`config.mk`:
```
export PLATFORM = sky130hd
export DESIGN_NAME = rnd_isqrt
export DESIGN_NICKNAME = d
export VERILOG_FILES = /design/src/rtl/core/rnd_pkg.sv /design/src/rtl/core/rnd_isqrt.sv
export SDC_FILE = /design/constraint.sdc
export NUM_CORES = 1
export LEC_CHECK = 0
export ABC_AREA = 1
export ABC_CLOCK_PERIOD_IN_PS = 4000
export BUFFER_PORTS_ARGS = -buffer_cell sky130_fd_sc_hd__buf_2
export CAP_MARGIN = 0
export CORE_MARGIN = 2
export CORE_UTILIZATION = 60
export DETAILED_ROUTE_END_ITERATION = 8
export GPL_ROUTABILITY_DRIVEN = 0
export PLACE_DENSITY = 0.83
export SLEW_MARGIN = 20
export SYNTH_ARGS = -nofsm -noshare
export SYNTH_HDL_FRONTEND = slang
export SYNTH_SLANG_ARGS = --single-unit
```
`constraint.sdc`:
```
create_clock -name clk -period 4 [get_ports clk]
set_input_delay 0.8 -clock clk [delete_from_list [all_inputs] [get_ports clk]]
set_output_delay 0.8 -clock clk [all_outputs]
set_load 0.05 [all_outputs]
```
`src/rtl/core/rnd_pkg.sv`:
```
`default_nettype none
package rnd_pkg;

  localparam int COORD_W         = 16;
  localparam int ROW_W           = 20;
  localparam int COL_W           = 16;
  localparam int ROWNUM_W        = ROW_W + 1;
  localparam int COLNUM_W        = COL_W + 1;
  localparam int RAD_W           = 17;
  localparam int DIFF_W          = COORD_W + 1;
  localparam int MAG_W           = DIFF_W;
  localparam int SQ_W            = 2 * MAG_W;
  localparam int ROOT_W          = SQ_W / 2;
  localparam int REM_W           = ROOT_W + 3;
  localparam int DIR_FRAC        = 14;
  localparam int DIR_W           = 16;
  localparam int QUO_W           = DIR_FRAC + 1;
  localparam int DREM_W          = ROOT_W + 1;
  localparam int STEPS_PER_STAGE = 2;
  localparam int SQRT_STAGES     = (ROOT_W + STEPS_PER_STAGE - 1) / STEPS_PER_STAGE;
  localparam int DIV_STAGES      = (QUO_W + STEPS_PER_STAGE - 1) / STEPS_PER_STAGE;

  // Digit-by-digit square root state.
  typedef struct packed {
    logic [SQ_W-1:0]   rad;
    logic [REM_W-1:0]  rem;
    logic [ROOT_W-1:0] root;
  } sqrt_st_t;

  // Fields that travel beside the square root pipeline.
  typedef struct packed {
    logic             hit;
    logic [ROW_W-1:0] row;
    logic [COL_W-1:0] col;
    logic [MAG_W-1:0] mag_x;
    logic [MAG_W-1:0] mag_y;
    logic             neg_x;
    logic             neg_y;
  } side_t;

  // Restoring division state.
  typedef struct packed {
    logic [DREM_W-1:0] rem;
    logic [QUO_W-1:0]  bits;
    logic [QUO_W-1:0]  quo;
    logic [ROOT_W-1:0] dvs;
  } div_st_t;

  function automatic sqrt_st_t sqrt_step(input sqrt_st_t s);
    sqrt_st_t   o;
    logic [REM_W-1:0] r;
    logic [REM_W-1:0] trial;
    r     = {s.rem[REM_W-3:0], s.rad[SQ_W-1 -: 2]};
    trial = {1'b0, s.root, 2'b01};
    o.rad = {s.rad[SQ_W-3:0], 2'b00};
    if (r >= trial) begin
      o.rem  = r - trial;
      o.root = {s.root[ROOT_W-2:0], 1'b1};
    end else begin
      o.rem  = r;
      o.root = {s.root[ROOT_W-2:0], 1'b0};
    end
    return o;
  endfunction

  function automatic div_st_t div_step(input div_st_t s);
    div_st_t           o;
    logic [DREM_W-1:0] r;
    logic [DREM_W-1:0] d;
    r      = {s.rem[DREM_W-2:0], s.bits[QUO_W-1]};
    d      = {1'b0, s.dvs};
    o.dvs  = s.dvs;
    o.bits = {s.bits[QUO_W-2:0], 1'b0};
    if (r >= d) begin
      o.rem = r - d;
      o.quo = {s.quo[QUO_W-2:0], 1'b1};
    end else begin
      o.rem = r;
      o.quo = {s.quo[QUO_W-2:0], 1'b0};
    end
    return o;
  endfunction

endpackage
`default_nettype wire

```
`src/rtl/core/rnd_isqrt.sv`:
```
`default_nettype none
module rnd_isqrt (
  input  wire logic                          clk,
  input  wire logic                          rst_n,
  input  wire logic                          in_valid,
  input  wire logic [rnd_pkg::SQ_W-1:0]      in_rad,
  input  wire rnd_pkg::side_t                in_side,
  output logic                               out_valid,
  output logic [rnd_pkg::ROOT_W-1:0]         out_root,
  output rnd_pkg::side_t                     out_side
);
  import rnd_pkg::*;

  sqrt_st_t st_r   [SQRT_STAGES];
  side_t    side_r [SQRT_STAGES];
  logic     vld_r  [SQRT_STAGES];

  for (genvar s = 0; s < SQRT_STAGES; s++) begin : g_stg
    sqrt_st_t cur;
    sqrt_st_t st_nxt;
    side_t    side_in;
    logic     vin;

    if (s == 0) begin : g_first
      assign cur     = '{rad: in_rad, rem: '0, root: '0};
      assign side_in = in_side;
      assign vin     = in_valid;
    end else begin : g_next
      assign cur     = st_r[s-1];
      assign side_in = side_r[s-1];
      assign vin     = vld_r[s-1];
    end

    // Two result bits per stage; the last stage may have only one.
    always_comb begin
      st_nxt = cur;
      for (int k = 0; k < STEPS_PER_STAGE; k++) begin
        if (s * STEPS_PER_STAGE + k < ROOT_W) begin
          st_nxt = sqrt_step(st_nxt);
        end
      end
    end

    always_ff @(posedge clk) begin
      if (!rst_n) begin
        vld_r[s] <= 1'b0;
      end else begin
        vld_r[s] <= vin;
      end
    end

    always_ff @(posedge clk) begin
      st_r[s]   <= st_nxt;
      side_r[s] <= side_in;
    end
  end

  assign out_valid = vld_r[SQRT_STAGES-1];
  assign out_root  = st_r[SQRT_STAGES-1].root;
  assign out_side  = side_r[SQRT_STAGES-1];

endmodule
`default_nettype wire

```
**Word level (Yosys, flattened, before mapping)**

Memories as Yosys holds them, arrays and structs flattened.
Cells that the tools add are included.

- Flip-flop bits (word level): 0
- RAM bits: 1287
- Output and inout port bits: 91
- Logic and storage cells: 74
- Memories: 3

Memory list:

| name | depth | width | rd ports | clocked after memory_dff | wr ports | RTL line | RTL |
|---|---|---|---|---|---|---|---|
| side_r | 9 | 73 | 9 | 0 | 9 | rnd_isqrt.sv:15 | `side_t side_r [SQRT_STAGES];` |
| st_r | 9 | 69 | 9 | 0 | 9 | rnd_isqrt.sv:14 | `sqrt_st_t st_r [SQRT_STAGES];` |
| vld_r | 9 | 1 | 9 | 0 | 9 | rnd_isqrt.sv:16 | `logic vld_r [SQRT_STAGES];` |

- Add/sub/neg operators: 17
- Magnitude comparators: 17
- Muxes and demuxes: 28
- Bitwise logic cells: 9

Operator list:

| operator | count |
|---|---|
| two-way mux 37 bit | 9 |
| >= comparator 20 x 19 -> 1 bit | 16 |
| two-way mux 35 bit | 8 |
| subtractor 20 x 19 -> 20 bit | 9 |
| subtractor 18 bit | 7 |
| two-way mux 1 bit | 11 |
| OR 1 bit | 9 |
| subtractor 2 x 1 -> 3 bit (second input constant) | 1 |
| >= comparator 2 x 1 -> 1 bit (second input constant) | 1 |

**Longest topological paths before layout**

Gate-level depths: netlist (run 1).
An unclocked memory read counts as a cell.

- Depth after elaboration: 5
- Gate-level depth with buffers: 28
- Gate-level depth less buffers: 27

**Least setup slack after synthesis (run 1)**

OpenSTA, ideal clock, no wires.

- Path kind: register -> register
- Start: memory st_r[0][481] (netlist name)
- End: memory st_r[0][516] (netlist name)
- Library setup time: 114 ps
- Data arrival time: 3398 ps
- Setup slack: 488 ps
- Cell stages (with the launch flop): 26
- Buffers on the path: 4
- Clock period less this slack: 3512 ps
- Cells stage by stage: dfxtp_1 > inv_1 > ha_1 > nand3b_1 > nand2_1 > nand2_1 > nand2_1 > nand2_1 > nand3_2 > buf_2 > buf_1 > nand2_1 > o21ai_0 > inv_1 > ha_1 > inv_1 > nor3_1 > nand4_1 > o21ai_0 > nor3_1 > nand2_1 > nand2_1 > buf_4 > buf_4 > nand2_1 > nand2_1

RTL lines:

| what | RTL line |
|---|---|
| start, declared | rnd_isqrt.sv:14 |

==> impl_metrics.tcl, run 1 <==
set metrics [dict create \
    yosysWarnings 0 \
    cpMostUsedCell "inv_1" \
    crit_type "flop to flop" \
    power_mw 27.76 \
    r2r_cells 22 \
    synth_seq_cells 1019 \
    dp_hpwl_um 51250 \
    tightestPinTransition_ns 0.6764 \
    min_period_ns 3.919 \
    cts_buffer_depth 3 \
    synth_edf_count 0 \
    grt_use_total_pct 24.52 \
    synth_area_leaders "dfxtp_1 (59%), nand2_1 (9.6%), ha_1 (6.1%)" \
    dp_cells 4666 \
    pin_count 201 \
    numCtsBuffers 92 \
    cts.sinks 1019 \
    path_cells "inv_1 -> ha_4 -> nand2_1 -> nor2_2 -> inv_1 -> nor3_2 -> nand2_2 -> nand2_4 -> clkinvlp_4 -> a21oi_2 -> o21ai_0 -> o21ai_0 -> inv_1 -> ha_4 -> inv_1 -> nor2_1 -> nand2_2 -> nor2_4 -> nand3b_4 -> nand3_2 -> nand2_1 -> nand2_1" \
    power.density_nw_per_um2 692.8 \
    hold_path_class "primary input to flop" \
    cp_max_fo 7 \
    synth_cell_types 57 \
    crit_required_ns 4.59 \
    grt_pass1_wl_um 118000 \
    via_count 25090 \
    fp.coreArea_sq_um 56500 \
    drc 0 \
    synth.yosys.seq_area_share_pct 59.44 \
    synth_area_sq_um 34320 \
    fin_hold_ws_ns 0.2421 \
    area_growth_pct 16.74 \
    finalSetupViolations 0 \
    final.setup.worst_slack_ns 0.08146 \
    path_depth 22 \
    slowest_delay_ns 0.38 \
    chipHeight_um 243.2 \
    vias_per_cell 5.153 \
    finalNonFillerCells 4869 \
    clk_pin_slew_worst_paths_ns 0.07 \
    clock-root-buffer "clkbuf_16" \
    hold_violations 0 \
    syn_avg_cell_area_sq_um 9.239 \
    drtPass1Iterations 7 \
    fin_area_sq_um 40070 \
    cap_violations 0 \
    die-area_sq_um 59130 \
    pre_cts_slack_ns -0.1111 \
    htreeDepth 3 \
    hold_buffers 0 \
    drv_slew 0 \
    slew_headroom_pct 54.60 \
    postSynthCellCount 3715 \
    placed_cell_area_sq_um 36250 \
    ys.flop_type "dfxtp_1" \
    first_iter_violations 1899 \
    clock.fmax_mhz 255.2 \
    yosysTopAreaCellShare_pct 59.44 \
    portBuffers 200 \
    antenna_left 0 \
    seq_area_sq_um 20410 \
    r2r-end "st_r[0][443]" \
    wl_um 75240 \
    fillers 3992 \
    clk_latency_ns 0.66 \
    wl_per_cell_um 15.45 \
    tritoncts "done" \
    antenna_found_initial 3 \
    grt_max_degree 21 \
    start_util_pct 60.75 \
    period_share_pct 97.96 \
    startpoint_type "flop" \
    grt_pass1_vias 24340 \
    status "finished, final reports clean" \
    layout-drive-gt1-share_pct 14.16 \
    die_x_um 243.2 \
    endpoint_kind "flop" \
    fin_worst_skew_ns 0.02860 \
    p_leak_nw 19.67 \
    worstPathArrival_ns 4.51 \
    multi_input_area_sq_um 12390 \
    path_buf_inv 5 \
    synthArstFlopShare_pct 0 \
    r2r_start "st_r[0][355]" \
    critPathSlowestCell "dfxtp_4" \
    final_net_count 4313 \
    critPathTopFamily "simple AND/OR/NAND/NOR gates" \
    ir_drop_v 0.0004963 \
    grt_overflow 0 \
    startpoint "st_r[0][355]" \
    rows 87 \
    synth_top_cell_by_area "dfxtp_1" \
    critPathCapture "st_r[0][443]" \
    reg2reg_slack_ns 0.08 \
]
cells in the mapped netlist, drive strengths merged (6+ instances only):
library cell / count
o21ai: 154
o211ai: 7
nand4: 71
a31oi: 10
nand3: 235
xor2: 70
nand3b: 10
ha: 167
nor2: 263
nor4: 9
nand2: 898
dfxtp: 1019
or2: 15
nor3: 41
inv: 449
o21bai: 9
a21oi: 171
clkbuf: 6
xnor2: 48
buf: 27
o21a: 6
worst min-delay path by stage:
stage | from | end | cells past startpoint
5_1_grt | in_rad[9] | st_r[0][48] | 1
2_1_floorplan | side_r[0][27] | side_r[0][100] | 0
6_report | in_side[1] | side_r[0][1] | 1
3_3_place_gp | side_r[0][263] | side_r[0][336] | 0
3_5_place_dp | side_r[0][38] | side_r[0][111] | 0
4_1_cts | in_rad[9] | st_r[0][48] | 1
logic make-up (layout without fill, tap and decap cells):
family,Yosys count,after routing,synth area share [%]
other,1,5,0.01093
and+or+nand+nor,1550,1558,19.81
DFF,1019,1019,59.44
xor gates and xnor gates,118,118,3.011
buffers and inverters,483,869,5.589
AOI/OAI and AO/OA,377,377,6.055
adders and majority gates,167,167,6.088
layout make-up:
type                       instances  share of cell area [%]
sequential                      1019                   50.94
multi-input combinational       2222                   30.92
clock buffer                     125                   6.483
inverter                         450                   4.256
timing repair buffer             246                   3.419
tap                              756                   2.361
clock inverter                    43                   1.521
timing repair inverter             5                 0.08744
antenna                            3                 0.01874
state kept, by name (all words and copies together) (netlist names):
signal  cells
vld_r       9
st_r      353
side_r    657
layout by cell type (no fill, tap or decap), types with 32 or more instances in the layout:
cell type / count
clkbuf_16: 93
buf_2: 200
a21oi_1: 151
dfxtp_1: 1013
xor2_1: 70
xnor2_1: 48
o21ai_1: 33
nor3_1: 32
buf_4: 42
inv_1: 430
nand3_1: 222
ha_1: 152
nand4_1: 70
nor2_1: 229
nand2_1: 871
o21ai_0: 113
metrics by stage:
step,utilization [%],TNS (ns)
2_1_floorplan,-,0
6_report,70.92,0
5_1_grt,70.92,-2.677
4_1_cts,69.94,0
3_3_place_gp,64.16,-0.7794
3_5_place_dp,64.16,-1.514
power by group:
group | switching, mW | internal, mW
sequential | 0.553 | 11.2
combinational | 4.56 | 2.32
clock | 3.91 | 5.23
total | 9.02 | 18.7
routing by layer:
layer  global-route usage (%)  vias up  wire length [um]
li1                         -    12550                 -
met3                    4.169      289              4464
met4                    10.29        0              3221
met2                    45.39      950             38480
met1                    27.71    11300             29080
met5                        0        -                 0
repair_timing:
action | CTS | global route
buffers inserted | 2 | 17
cloned | 3 | 10
gates resized for setup | 6 | 91
setup endpoints to repair | 19 | 93
pin swaps | 2 | 13
(Power assumes the default switching activity.)
==> run 2, diff against run 1 <==
- PLACE_DENSITY: 0.83 -> 0.8
==> run 2 against run 1 <==
  * Die area unchanged
  * Sequential share of layout area increased by 0.13 points
  * Via count decreased by 1.1%
  * Hold slack got worse by 0.0084 ns
  * Total power decreased by 0.63%
  * Sequential power about the same
  * Largest power group unchanged
  * Highest routed layer unchanged
==> impl_metrics.tcl, run 2 (synthesis results as in run 1) <==
set metrics [dict create \
    wl_per_cell_um 14.86 \
    top_regs "side_r x657, st_r x353, vld_r x9" \
    drtPass1Iterations 6 \
    seq_area_sq_um 20410 \
    die_x_um 243.2 \
    finalSetupViolations 0 \
    slew_headroom_pct 53.89 \
    r2r_start "st_r[0][346]" \
    dp_hpwl_um 50690 \
    crit_type "flop to flop" \
    min_period_ns 3.843 \
    pwr-share-clk_pct 33.2 \
    grt_max_degree 21 \
    die-area_sq_um 59130 \
    fillers 4044 \
    first_iter_violations 1915 \
    antenna_left 0 \
    grt_pass1_wl_um 115600 \
    hold_violations 0 \
    tritoncts "done" \
    vias_per_cell 5.101 \
    clock.fmax_mhz 260.2 \
    cts.sinks 1019 \
    portBuffers 200 \
    wl_um 72350 \
    fp.coreArea_sq_um 56500 \
    worstPathArrival_ns 4.42 \
    critPathTopFamily "simple AND/OR/NAND/NOR gates" \
    drv_slew 0 \
    grt_pass1_vias 23860 \
    htreeDepth 3 \
    chipHeight_um 243.2 \
    rows 87 \
    layout_common_cells "dfxtp_1 (1014), nand2_1 (873), inv_1 (432)" \
    startpoint_type "flop" \
    power_mw 27.58 \
    pwr-share-comb_pct 24.3 \
    n_antenna_cell 0 \
    antenna_found_initial 1 \
    pre_cts_slack_ns 0.01227 \
    clk_latency_ns 0.66 \
    cap_violations 0 \
    multi_input_area_sq_um 12190 \
    power_frac_seq_pct 42.5 \
    crit_required_ns 4.58 \
    largest_register_ffs 657 \
    power.density_nw_per_um2 690.4 \
    p_leak_nw 19.69 \
    switching_power_mw 8.818 \
    numCtsBuffers 92 \
    tightestPinTransition_ns 0.6870 \
    cp_max_fo 10 \
    final.setup.worst_slack_ns 0.1573 \
    final_common_cell "dfxtp_1" \
    area_growth_pct 16.42 \
    via_count 24830 \
    grt_overflow 0 \
    ir_drop_v 0.0005551 \
    path_buf_inv 3 \
    grt_use_total_pct 23.90 \
    clk_pin_slew_worst_paths_ns 0.07 \
    fin_worst_skew_ns 0.03457 \
    hold_path_class "primary input to flop" \
    power.internal_mw 18.77 \
    endpoint_kind "flop" \
    status "finished, final reports clean" \
    critPathSlowestCell "ha_1" \
    fin_hold_ws_ns 0.2337 \
    drc 0 \
    switching_share_pct 31.97 \
    min-delay-start "in_side[32]" \
    path_cells "inv_1 -> ha_1 -> nand2_1 -> o21ai_2 -> nand2_1 -> nand2_2 -> nand2_2 -> nand2_4 -> clkinvlp_2 -> o21ai_0 -> ha_1 -> a21o_1 -> a31oi_2 -> nand2_2 -> nand3b_4 -> buf_4 -> nand4_1 -> nand2_1" \
    layout-drive-gt1-share_pct 13.52 \
    final_net_count 4311 \
    top_register "side_r" \
    pin_count 201 \
    start_util_pct 60.75 \
    cts_buffer_depth 3 \
    period_share_pct 96.07 \
    clock-root-buffer "clkbuf_16" \
    startpoint "st_r[0][346]" \
    slowest_delay_ns 0.37 \
]
-- run 2: repair_timing --
action / in CTS / in global routing
gates cloned: 1 / 6
setup endpoints to repair: 5 / 76
buffers inserted: 1 / 18
gates resized for setup: 0 / 58
pin swaps: 0 / 10
hold buffers: 0 / 0
-- run 2: path summary, 6_finish.rpt --
| kind | cells after the start | end | slack (ns) |
|---|---|---|---|
| min reg2reg | 0 | side_r[0][326] | 0.30 |
| max | 18 | st_r[0][431] | 0.16 |
| min | 1 | side_r[0][32] | 0.23 |
| max reg2reg | 18 | st_r[0][431] | 0.16 |
-- run 2: cell type report --
cell class | instances | share of cell area, %
Clock inverter | 42 | 1.635
Inverter | 450 | 4.268
Clock buffer | 129 | 6.535
Timing Repair Buffer | 250 | 3.535
Multi-Input combinational cell | 2217 | 30.52
Sequential cell | 1019 | 51.07
Timing Repair inverter | 4 | 0.06889
Tap cell | 756 | 2.367
-- run 2: power by group through the flow --
stage                     Sequential, mW  Clock (mW)  Combinational, mW
after floorplan                     11.9           0               4.80
after global routing                11.8        9.77               7.52
final                               11.7        9.16               6.69
after CTS                           11.7        9.35               6.44
after detailed placement            11.9           0               6.36
after global placement              11.9           0               6.26
-- run 2: routing by layer --
layer / global-route usage, % / share of wire [%] / up-vias
li1: - / - / 12520
met1: 27.96 / 40 / 11260
met2: 44.45 / 52 / 876
met3: 3.472 / 5.7 / 166
met4: 8.192 / 3.2 / 0
met5: 0 / 0 / -
-- run 2: metrics by stage --
step,instance area (sq um),utilization [%],instances,TNS [ns]
3_3_place_gp,36290,64.23,4670,0
6_report,39960,70.72,4867,0
4_1_cts,39570,70.04,4843,0
5_1_grt,39960,70.72,4867,-1.118
3_5_place_dp,36290,64.23,4670,0
2_1_floorplan,34330,-,3716,0
