File: src/rtl/core/rnd_pkg.sv
`default_nettype none
package rnd_pkg;

  localparam int COORD_W         = 16;
  localparam int ROW_W           = 20;
  localparam int COL_W           = 16;
  localparam int ROWNUM_W        = ROW_W + 1;
  localparam int COLNUM_W        = COL_W + 1;
  localparam int RAD_W           = 17;
  localparam int DIFF_W          = COORD_W + 1;
  localparam int MAG_W           = DIFF_W;
  localparam int SQ_W            = 2 * MAG_W;
  localparam int ROOT_W          = SQ_W / 2;
  localparam int REM_W           = ROOT_W + 3;
  localparam int DIR_FRAC        = 14;
  localparam int DIR_W           = 16;
  localparam int QUO_W           = DIR_FRAC + 1;
  localparam int DREM_W          = ROOT_W + 1;
  localparam int STEPS_PER_STAGE = 2;
  localparam int SQRT_STAGES     = (ROOT_W + STEPS_PER_STAGE - 1) / STEPS_PER_STAGE;
  localparam int DIV_STAGES      = (QUO_W + STEPS_PER_STAGE - 1) / STEPS_PER_STAGE;

  // Digit-by-digit square root state.
  typedef struct packed {
    logic [SQ_W-1:0]   rad;
    logic [REM_W-1:0]  rem;
    logic [ROOT_W-1:0] root;
  } sqrt_st_t;

  // Fields that travel beside the square root pipeline.
  typedef struct packed {
    logic             hit;
    logic [ROW_W-1:0] row;
    logic [COL_W-1:0] col;
    logic [MAG_W-1:0] mag_x;
    logic [MAG_W-1:0] mag_y;
    logic             neg_x;
    logic             neg_y;
  } side_t;

  // Restoring division state.
  typedef struct packed {
    logic [DREM_W-1:0] rem;
    logic [QUO_W-1:0]  bits;
    logic [QUO_W-1:0]  quo;
    logic [ROOT_W-1:0] dvs;
  } div_st_t;

  function automatic sqrt_st_t sqrt_step(input sqrt_st_t s);
    sqrt_st_t   o;
    logic [REM_W-1:0] r;
    logic [REM_W-1:0] trial;
    r     = {s.rem[REM_W-3:0], s.rad[SQ_W-1 -: 2]};
    trial = {1'b0, s.root, 2'b01};
    o.rad = {s.rad[SQ_W-3:0], 2'b00};
    if (r >= trial) begin
      o.rem  = r - trial;
      o.root = {s.root[ROOT_W-2:0], 1'b1};
    end else begin
      o.rem  = r;
      o.root = {s.root[ROOT_W-2:0], 1'b0};
    end
    return o;
  endfunction

  function automatic div_st_t div_step(input div_st_t s);
    div_st_t           o;
    logic [DREM_W-1:0] r;
    logic [DREM_W-1:0] d;
    r      = {s.rem[DREM_W-2:0], s.bits[QUO_W-1]};
    d      = {1'b0, s.dvs};
    o.dvs  = s.dvs;
    o.bits = {s.bits[QUO_W-2:0], 1'b0};
    if (r >= d) begin
      o.rem = r - d;
      o.quo = {s.quo[QUO_W-2:0], 1'b1};
    end else begin
      o.rem = r;
      o.quo = {s.quo[QUO_W-2:0], 1'b0};
    end
    return o;
  endfunction

endpackage
`default_nettype wire

File: src/rtl/core/rnd_divider.sv
`default_nettype none
module rnd_divider (
  input  wire logic                          clk,
  input  wire logic [rnd_pkg::MAG_W-1:0]     in_mag,
  input  wire logic [rnd_pkg::ROOT_W-1:0]    in_dvs,
  output logic [rnd_pkg::QUO_W-1:0]          out_quo
);
  import rnd_pkg::*;

  // With a nonzero divisor the quotient is at most 2^DIR_FRAC: the divisor
  // is never below the magnitude, so the upper numerator bits start below it.
  div_st_t st_r [DIV_STAGES];

  for (genvar s = 0; s < DIV_STAGES; s++) begin : g_stg
    div_st_t cur;
    div_st_t st_nxt;

    if (s == 0) begin : g_first
      assign cur = '{rem:  {1'b0, in_mag[MAG_W-1:1]},
                     bits: {in_mag[0], {(QUO_W-1){1'b0}}},
                     quo:  '0,
                     dvs:  in_dvs};
    end else begin : g_next
      assign cur = st_r[s-1];
    end

    always_comb begin
      st_nxt = cur;
      for (int k = 0; k < STEPS_PER_STAGE; k++) begin
        if (s * STEPS_PER_STAGE + k < QUO_W) begin
          st_nxt = div_step(st_nxt);
        end
      end
    end

    always_ff @(posedge clk) begin
      st_r[s] <= st_nxt;
    end
  end

  assign out_quo = st_r[DIV_STAGES-1].quo;

endmodule
`default_nettype wire

File: config.mk
export PLATFORM = sky130hd
export DESIGN_NAME = rnd_divider
export DESIGN_NICKNAME = d
export VERILOG_FILES = /design/src/rtl/core/rnd_pkg.sv /design/src/rtl/core/rnd_divider.sv
export SDC_FILE = /design/constraint.sdc
export NUM_CORES = 1
export LEC_CHECK = 0
export ABC_AREA = 1
export BUFFER_PORTS_ARGS = -buffer_cell sky130_fd_sc_hd__buf_2
export CORE_MARGIN = 2
export CORE_UTILIZATION = 65
export CTS_CLUSTER_DIAMETER = 80
export DETAILED_ROUTE_END_ITERATION = 8
export GPL_TIMING_DRIVEN = 0
export PLACE_DENSITY = 0.94
export REMOVE_ABC_BUFFERS = 1
export SYNTH_ARGS = -nofsm -noshare
export SYNTH_HDL_FRONTEND = slang
export SYNTH_SLANG_ARGS = --single-unit
export TNS_END_PERCENT = 5
File: constraint.sdc
create_clock -name clk -period 9.7 [get_ports clk]
set_input_delay 0.485 -clock clk [delete_from_list [all_inputs] [get_ports clk]]
set_output_delay 0.485 -clock clk [all_outputs]
set_load 0.01 [all_outputs]
## Yosys cells after proc, flatten, opt, wreduce, memory -nomap -nowiden

Memory sizes are Yosys's and may differ from the RTL's.
Cells that the tools add are included.

| storage, ports and cells | value |
|---|---|
| register bits after elaboration | 0 |
| RAM bits | 512 |
| memories kept | 1 |
| input port bits | 35 |
| output and inout port bits | 15 |
| word-level logic and storage cells | 61 |

| cells by class | value |
|---|---|
| mux-type cells | 30 |
| magnitude comparators | 15 |
| $add $sub $neg | 15 |

Memories:

| memory | words | width | read ports | clocked after memory_dff | write ports | RTL line | source |
|---|---|---|---|---|---|---|---|
| st_r | 8 | 64 | 8 | 0 | 8 | rnd_divider.sv:12 | `div_st_t st_r [DIV_STAGES];` |

Operator list:

| cell | number |
|---|---|
| $ge A18 B17 Y1 | 14 |
| $mux W18 | 8 |
| $sub A18 B17 Y18 | 8 |
| $mux W17 | 7 |
| $sub A17 B17 Y17 | 7 |
| $ge A17 B17 Y1 | 1 |
| $mux W1 | 15 |

## Depth between registers and ports, before layout

Gate-level depths: netlist of run 1.
An unclocked memory read counts as a cell.

| depth | value |
|---|---|
| depth in word-level cells | 5 |
| depth in mapped cells | 29 |
| depth with buffers taken out | 27 |

## Least setup slack after synthesis of run 1

No wires, ideal clock.

| path | value |
|---|---|
| path type | reg2reg |
| start point | mem st_r[0][192] (netlist bit) |
| end point | mem st_r[1][53] (netlist bit) |
| arrival time | 3319 ps |
| path slack | 6264 ps |
| setup time | 117 ps |
| path buffers | 2 |
| clock period less this slack | 3436 ps |
| cell stages (with the launch flop) | 25 |
| cell sequence | dfxtp_1 -> inv_1 -> fa_1 -> nand2_1 -> nand3_1 -> nand2_1 -> nand2_1 -> nand2_2 -> nand2_4 -> inv_4 -> buf_2 -> nand2_1 -> o21ai_2 -> ha_1 -> a21oi_1 -> nand2_1 -> nand2_1 -> nand2_1 -> nand2_1 -> nand2_1 -> nand2_1 -> nand3_4 -> buf_2 -> o21bai_1 -> nand2_1 |

RTL lines:

| item | RTL line |
|---|---|
| start: declaration | rnd_divider.sv:12 |

==> flow_metrics.py, run 1 <==
metrics = {
    "placed_design": {
        "port_buffers": 49,
        "dpl.hpwl_um": 44600,
        "gp_congestion": 0.970,
    },
    "route": {
        "firstDrtPassIters": 6,
        "drc": 0,
        "antenna_left": 0,
        "post_drt_wl_per_cell_um": 14.8,
        "dr_total_vias": 21900,
        "viasPerCell": 5.62,
        "drt_wl_total_um": 57700,
        "dr.first_iter.drc_count": 1849,
    },
    "floorplanning": {
        "die_x_um": 190,
        "ios": 50,
        "core-area_mm2": 0.0343,
        "initial_utilization_pct": 65.6,
        "die-area_mm2": 0.0361,
        "dieHeight_um": 190,
        "rows": 68,
    },
    "global_route": {
        "gr-usage-all-layers_pct": 32.0,
        "grt_max_degree": 26,
        "antenna_found_initial": 1,
        "grt_pass1_vias": 20300,
        "overflow": 0,
        "grt_pass1_wl_um": 95400,
    },
    "setup_path": {
        "cp_cell_sequence": "inv_1 > fa_1 > nand3_1 > nand3_2 > nand2_1 > nand2_1 > nand2_1 > nand2_1 > nand2_1 > nand2_4 > inv_2 > nand2_1 > o21ai_2 > ha_1 > a21oi_1 > nand2_1 > nand2_1 > nand2_1 > nand3_1 > nand2_1 > nand2_1 > nand2_4 > nor2_8 > inv_1",
        "crit_fanout": 24,
        "cp_common_cell": "nand2_1",
        "critPathArrivalTime_ps": 4960,
        "critical_path_depth": 24,
        "critPathTopFamily": "simple AND/OR/NAND/NOR gates",
        "startpoint_type": "register",
        "critical_path_class": "register to register",
        "crit_slowest_cell": "fa_1",
        "critPathBufInv": 3,
        "r2r_cells": 24,
        "endpoint_kind": "register",
        "cp.required_ps": 10110,
        "crit_path_max_incr_delay_ps": 510,
    },
    "clocking": {
        "clk_path_buf_depth": 3,
        "cts-root-buf": "clkbuf_16",
        "clkSinkCount": 309,
        "tritoncts": "done",
        "clock_latency_ps": 550,
        "cts.clk_slew.worst_paths_ps": 60,
        "htree_levels": 2,
        "cts_hold_buf": 0,
        "cts_setup_buffers": 0,
        "cts_resized": 0,
        "numCtsBuffers": 35,
    },
    "layout": {
        "top_register": "st_r",
        "drive_gt1_share_pct": 5.57,
        "syn_to_final_growth_pct": 7.66,
        "nets": 3715,
        "antenna_cells": 0,
        "largest_register_ffs": 309,
        "largest_registers": "st_r (309)",
    },
    "timing": {
        "skew_ps": 25.2,
        "setup_tns_ps": 0,
        "worst-slew-pin-transition_ps": 584,
        "max_freq_mhz": 220,
        "setup_viol": 0,
        "min_period_over_period_pct": 46.9,
        "relSlewSlack_pct": 60.7,
        "finalHoldViolCount": 0,
        "maxSlewViolCount": 0,
        "rsz0062_at_grt": "no",
        "fin_crit_ps": 4550,
    },
    "yosys": {
        "yosysTopAreaCell": "dfxtp_1",
        "yosysSeqAreaShare_pct": 27.5,
        "syn_inst": 3370,
        "ys_top_cells_by_area": "dfxtp_1 28%, nand2_1 20%, ha_1 14%",
        "synth.distinct_cells": 47,
        "netlist_area_mm2": 0.0225,
        "synth-seq-cells": 309,
        "yosysWarnings": 0,
        "synth_top_area_share_pct": 27.5,
        "avgSynthCellArea_um2": 6.67,
    },
    "job": {
        "maxCapViolCount": 0,
    },
    "status": {
        "outcome": "finished clean",
    },
    "min_path": {
        "hold_class": "input pin to register",
        "hold_depth": 1,
    },
}
[per-layer routing]
metal  vias up  GRT usage (%)  routed length [µm]
li1      11000              -                   -
met1      9756           40.2               24100
met2       990           54.3               26600
met3       228           4.65                4430
met4         0           14.8                2580
met5         -              0                   0
[cells in the mapped netlist, drive strengths merged]
master	number
a211oi	3
nor4	11
nand2	1246
a21boi	3
inv	414
nor3	17
and3	1
nand3	190
nor2	212
ha	248
and2	9
xor2	62
or2	18
nand3b	33
o2111ai	1
nand4	22
a21oi	212
o211ai	2
o21ai	176
clkbuf	1
nand2b	1
a21o	18
fa	8
o21a	4
xnor2	75
o21bai	41
dfxtp	309
a31oi	1
buf	31
o311ai	1
[path summary, 6_finish.rpt]
| check | startpoint | endpoint | slack [ps] |
|---|---|---|---|
| max | st_r[1][0]$_DFF_P_ | st_r[1][81]$_DFF_P_ | 5150 |
| min reg2reg | st_r[1][91]$_DFF_P_ | st_r[1][157]$_DFF_P_ | 300 |
| max reg2reg | st_r[1][0]$_DFF_P_ | st_r[1][81]$_DFF_P_ | 5150 |
| min | in_dvs[16] | st_r[0][16]$_DFF_P_ | 70 |
[cell type report]
cell class,count,area [µm²]
Tap cell,455,569
Sequential cell,309,6190
Clock inverter,14,250
Inverter,414,1560
Multi-Input combinational cell,2615,14500
Timing Repair Buffer,49,245
Clock buffer,44,920
Fill cell,2779,10100
[kinds of logic after synthesis]
group                      after synthesis  share of synthesized area (%)
xor gates and xnor gates               137                           5.34
buffers and inverters                  446                           8.10
and+or+nand+nor                       1760                           33.1
adders and majority gates              256                           14.5
DFF                                    309                           27.5
AOI/OAI and AO/OA                      462                           11.4
[per-stage QoR]
stage / hold slack (ps) / utilization (%) / cells / setup WS, ps / instance area, µm²
after floorplan: 310 / - / 3338 / 6310 / 22200
after global placement: 311 / 67.2 / 3842 / 5450 / 23000
after detailed placement: 312 / 67.2 / 3842 / 5390 / 23000
after CTS: 51.6 / 70.6 / 3900 / 5270 / 24200
after global routing: 54.9 / 70.6 / 3900 / 4830 / 24200
final: 72.4 / 70.6 / 3900 / 5150 / 24200
[worst reg2reg max path: cells and delay by family (launching register included)]
family                   cells  cell delay (ps)
AND/OR/NAND/NOR             17             2080
adder cells (fa/ha/maj)      2              830
buffers and inverters        3              710
flip-flops                   1              460
AO/OA/AOI/OAI                2              330
[placed cells by master, fill, tap and decap left out, drive strengths merged, types with 2 or more instances in the layout]
cell | synthesis | routed
nand3 | 190 | 190
o211ai | 2 | 2
a211oi | 3 | 3
nand2 | 1246 | 1246
o21bai | 41 | 41
xor2 | 62 | 62
nor4 | 11 | 11
nand3b | 33 | 33
clkinv | 0 | 4
ha | 248 | 248
clkinvlp | 0 | 2
o21a | 4 | 4
nor2 | 212 | 212
or2 | 18 | 18
a21boi | 3 | 3
a21oi | 212 | 212
nor3 | 17 | 17
o21ai | 176 | 176
clkbuf | 1 | 44
xnor2 | 75 | 75
nand4 | 22 | 22
dfxtp | 309 | 309
fa | 8 | 8
bufinv | 0 | 6
and2 | 9 | 9
inv | 414 | 416
buf | 31 | 49
a21o | 18 | 18
Power of run 1 is left out: the tool's default activity adds up to more than one toggle a clock period on the data nets, which glitch-free logic cannot reach.
==> inputs of run 2 (changes only) <==
Settings changed: CORE_UTILIZATION 65 to 64, PLACE_DENSITY 0.94 to 0.93.
Clock period 9.7 ns to 4.2 ns, I/O delays scaled along.
==> run 2 against run 1 <==
Against the previous run:
- clock skew down 7.5 ps
- via count rose by 1.2%
- register-to-register slack lost 5000 ps
- cell count grew 0.95%
- core utilization grew 1.2 points
- sequential share of layout area fell by 0.56 points
- non-clock buffer count rose by 25
- count of clock-buffer cells in the layout did not move
- first-iteration DRC count is 2.2% higher
- critical endpoint is now st_r[0][117]$_DFF_P_
- largest cell class unchanged
- highest routed layer unchanged
==> flow_metrics.py, run 2 (synthesized netlist as in run 1, its figures left out) <==
metrics = {
    "status": {
        "outcome": "finished clean",
    },
    "floorplanning": {
        "dieHeight_um": 191,
        "die-area_mm2": 0.0367,
        "rows": 68,
        "die_x_um": 191,
        "core-area_mm2": 0.0345,
        "initial_utilization_pct": 65.1,
        "ios": 50,
    },
    "timing": {
        "finalHoldViolCount": 0,
        "worst-slew-pin-transition_ps": 595,
        "max_freq_mhz": 244,
        "skew_ps": 17.7,
        "maxSlewViolCount": 0,
        "min_period_over_period_pct": 97.6,
        "setup_viol": 0,
        "fin_crit_ps": 4100,
        "relSlewSlack_pct": 60.0,
        "rsz0062_at_grt": "yes",
    },
    "global_route": {
        "antenna_found_initial": 1,
        "grt_pass1_wl_um": 96100,
        "grt_pass1_vias": 20800,
        "overflow": 0,
        "gr-usage-all-layers_pct": 32.0,
        "grt_max_degree": 26,
    },
    "placed_design": {
        "gp_congestion": 0.960,
        "dp.cells": 3842,
        "placed_area_mm2": 0.0230,
        "port_buffers": 49,
        "dpl.hpwl_um": 44900,
    },
    "layout": {
        "syn_to_final_growth_pct": 10.3,
        "drive_gt1_share_pct": 6.92,
        "final_util_pct": 71.8,
        "largest_registers": "st_r (309)",
        "layout.cells.non_filler": 3937,
        "antenna_cells": 0,
        "layout_common_cells": "1222 x nand2_1, 400 x inv_1, 301 x dfxtp_1",
        "nets": 3750,
        "fillCellCount": 2752,
        "largest_register_ffs": 309,
        "top_register": "st_r",
        "fin_area_mm2": 0.0248,
        "final_common_cell": "nand2_1",
    },
    "clocking": {
        "clk_path_buf_depth": 3,
        "tritoncts": "done",
        "cts.clk_slew.worst_paths_ps": 70,
        "clkSinkCount": 309,
        "clock_latency_ps": 530,
        "cts-root-buf": "clkbuf_16",
        "htree_levels": 2,
        "numCtsBuffers": 35,
    },
    "route": {
        "post_drt_wl_per_cell_um": 15.2,
        "dr.first_iter.drc_count": 1890,
        "dr_total_vias": 22200,
        "drt_wl_total_um": 60000,
        "viasPerCell": 5.64,
        "antenna_left": 0,
        "firstDrtPassIters": 8,
        "drc": 0,
    },
    "min_path": {
        "whs_endpoint": "st_r[0][53]$_DFF_P_",
        "hold_depth": 5,
        "worstHoldStart": "in_mag[6]",
        "hold_class": "input pin to register",
    },
    "setup_path": {
        "startpoint": "st_r[0][8]$_DFF_P_",
        "r2r-end": "st_r[0][117]$_DFF_P_",
        "cp_common_cell": "nand2_1",
        "endpoint_kind": "register",
        "critical_path_class": "register to register",
        "r2r_slack_ps": 100,
        "crit_path_max_incr_delay_ps": 400,
        "critPathArrivalTime_ps": 4510,
        "startpoint_type": "register",
        "worstReg2RegStart": "st_r[0][8]$_DFF_P_",
        "r2r_cells": 25,
        "cp.required_ps": 4610,
        "crit_fanout": 24,
        "crit_slowest_cell": "ha_1",
    },
    "job": {
        "maxCapViolCount": 0,
    },
}
## run 2: cell count changes in the layout (fill, tap and decap cells not counted), moves of 6 or more
cell and delta:
dfxtp_1 -8, nor2_4 +8, dfxtp_2 +8, dlygate4sd3_1 +17
o21ai_0 -9, buf_12 +6, o21ai_1 +6
## run 2: worst max-delay path by stage
stage,endpoint,slack [ps],cells after the start
2_1_floorplan,st_r[1][111]$_DFF_P_,810,24
3_3_place_gp,st_r[1][59]$_DFF_P_,-130,21
3_5_place_dp,st_r[1][59]$_DFF_P_,-190,21
4_1_cts,st_r[1][175]$_DFF_P_,20,25
5_1_grt,st_r[1][117]$_DFF_P_,-50,24
6_report,st_r[0][117]$_DFF_P_,100,25
## run 2: what timing repair did
| action | CTS | global route |
|---|---|---|
| hold buffers | 17 | 0 |
| setup endpoints to repair | 105 | 125 |
| hold endpoints to repair | 17 | 0 |
| resized for setup | 14 | 49 |
| gates cloned | 2 | 8 |
| pin swaps | 4 | 12 |
| buffers inserted | 2 | 6 |
## run 2: critical path: cells and delay by family, from the launching register on
kind                       cells  cell delay, ps
adders and majority gates      2             750
buffers and inverters          4             420
and+or+nand+nor               17            2100
AOI/OAI and AO/OA              2             290
DFF                            1             380
## run 2: metrics by stage
stage	setup WS [ps]	hold slack, ps	setup TNS (ps)
5_1_grt	-46.7	76.8	-757
4_1_cts	21.8	37.2	0
6_report	99.8	50.8	0
3_5_place_dp	-192	312	-6030
2_1_floorplan	806	238	0
3_3_place_gp	-131	311	-1820
## run 2: routing by layer
layer,global-route usage (%),share of wire [%],vias to the layer above
li1,-,-,11000
met1,39.9,42,9956
met2,54.4,46,968
met3,4.77,8.0,236
met4,14.5,4.3,0
met5,0,0,-
## run 2: final cells by class
type / instances / area, µm² / area share, %
timing repair buffer: 74 / 551 / 2.22
clock inverter: 16 / 201 / 0.813
tap: 455 / 569 / 2.30
inverter: 414 / 1610 / 6.51
sequential: 309 / 6200 / 25.0
multi-input combinational: 2625 / 14700 / 59.2
clock buffer: 44 / 982 / 3.96
Power of run 2 is left out for the same reason.
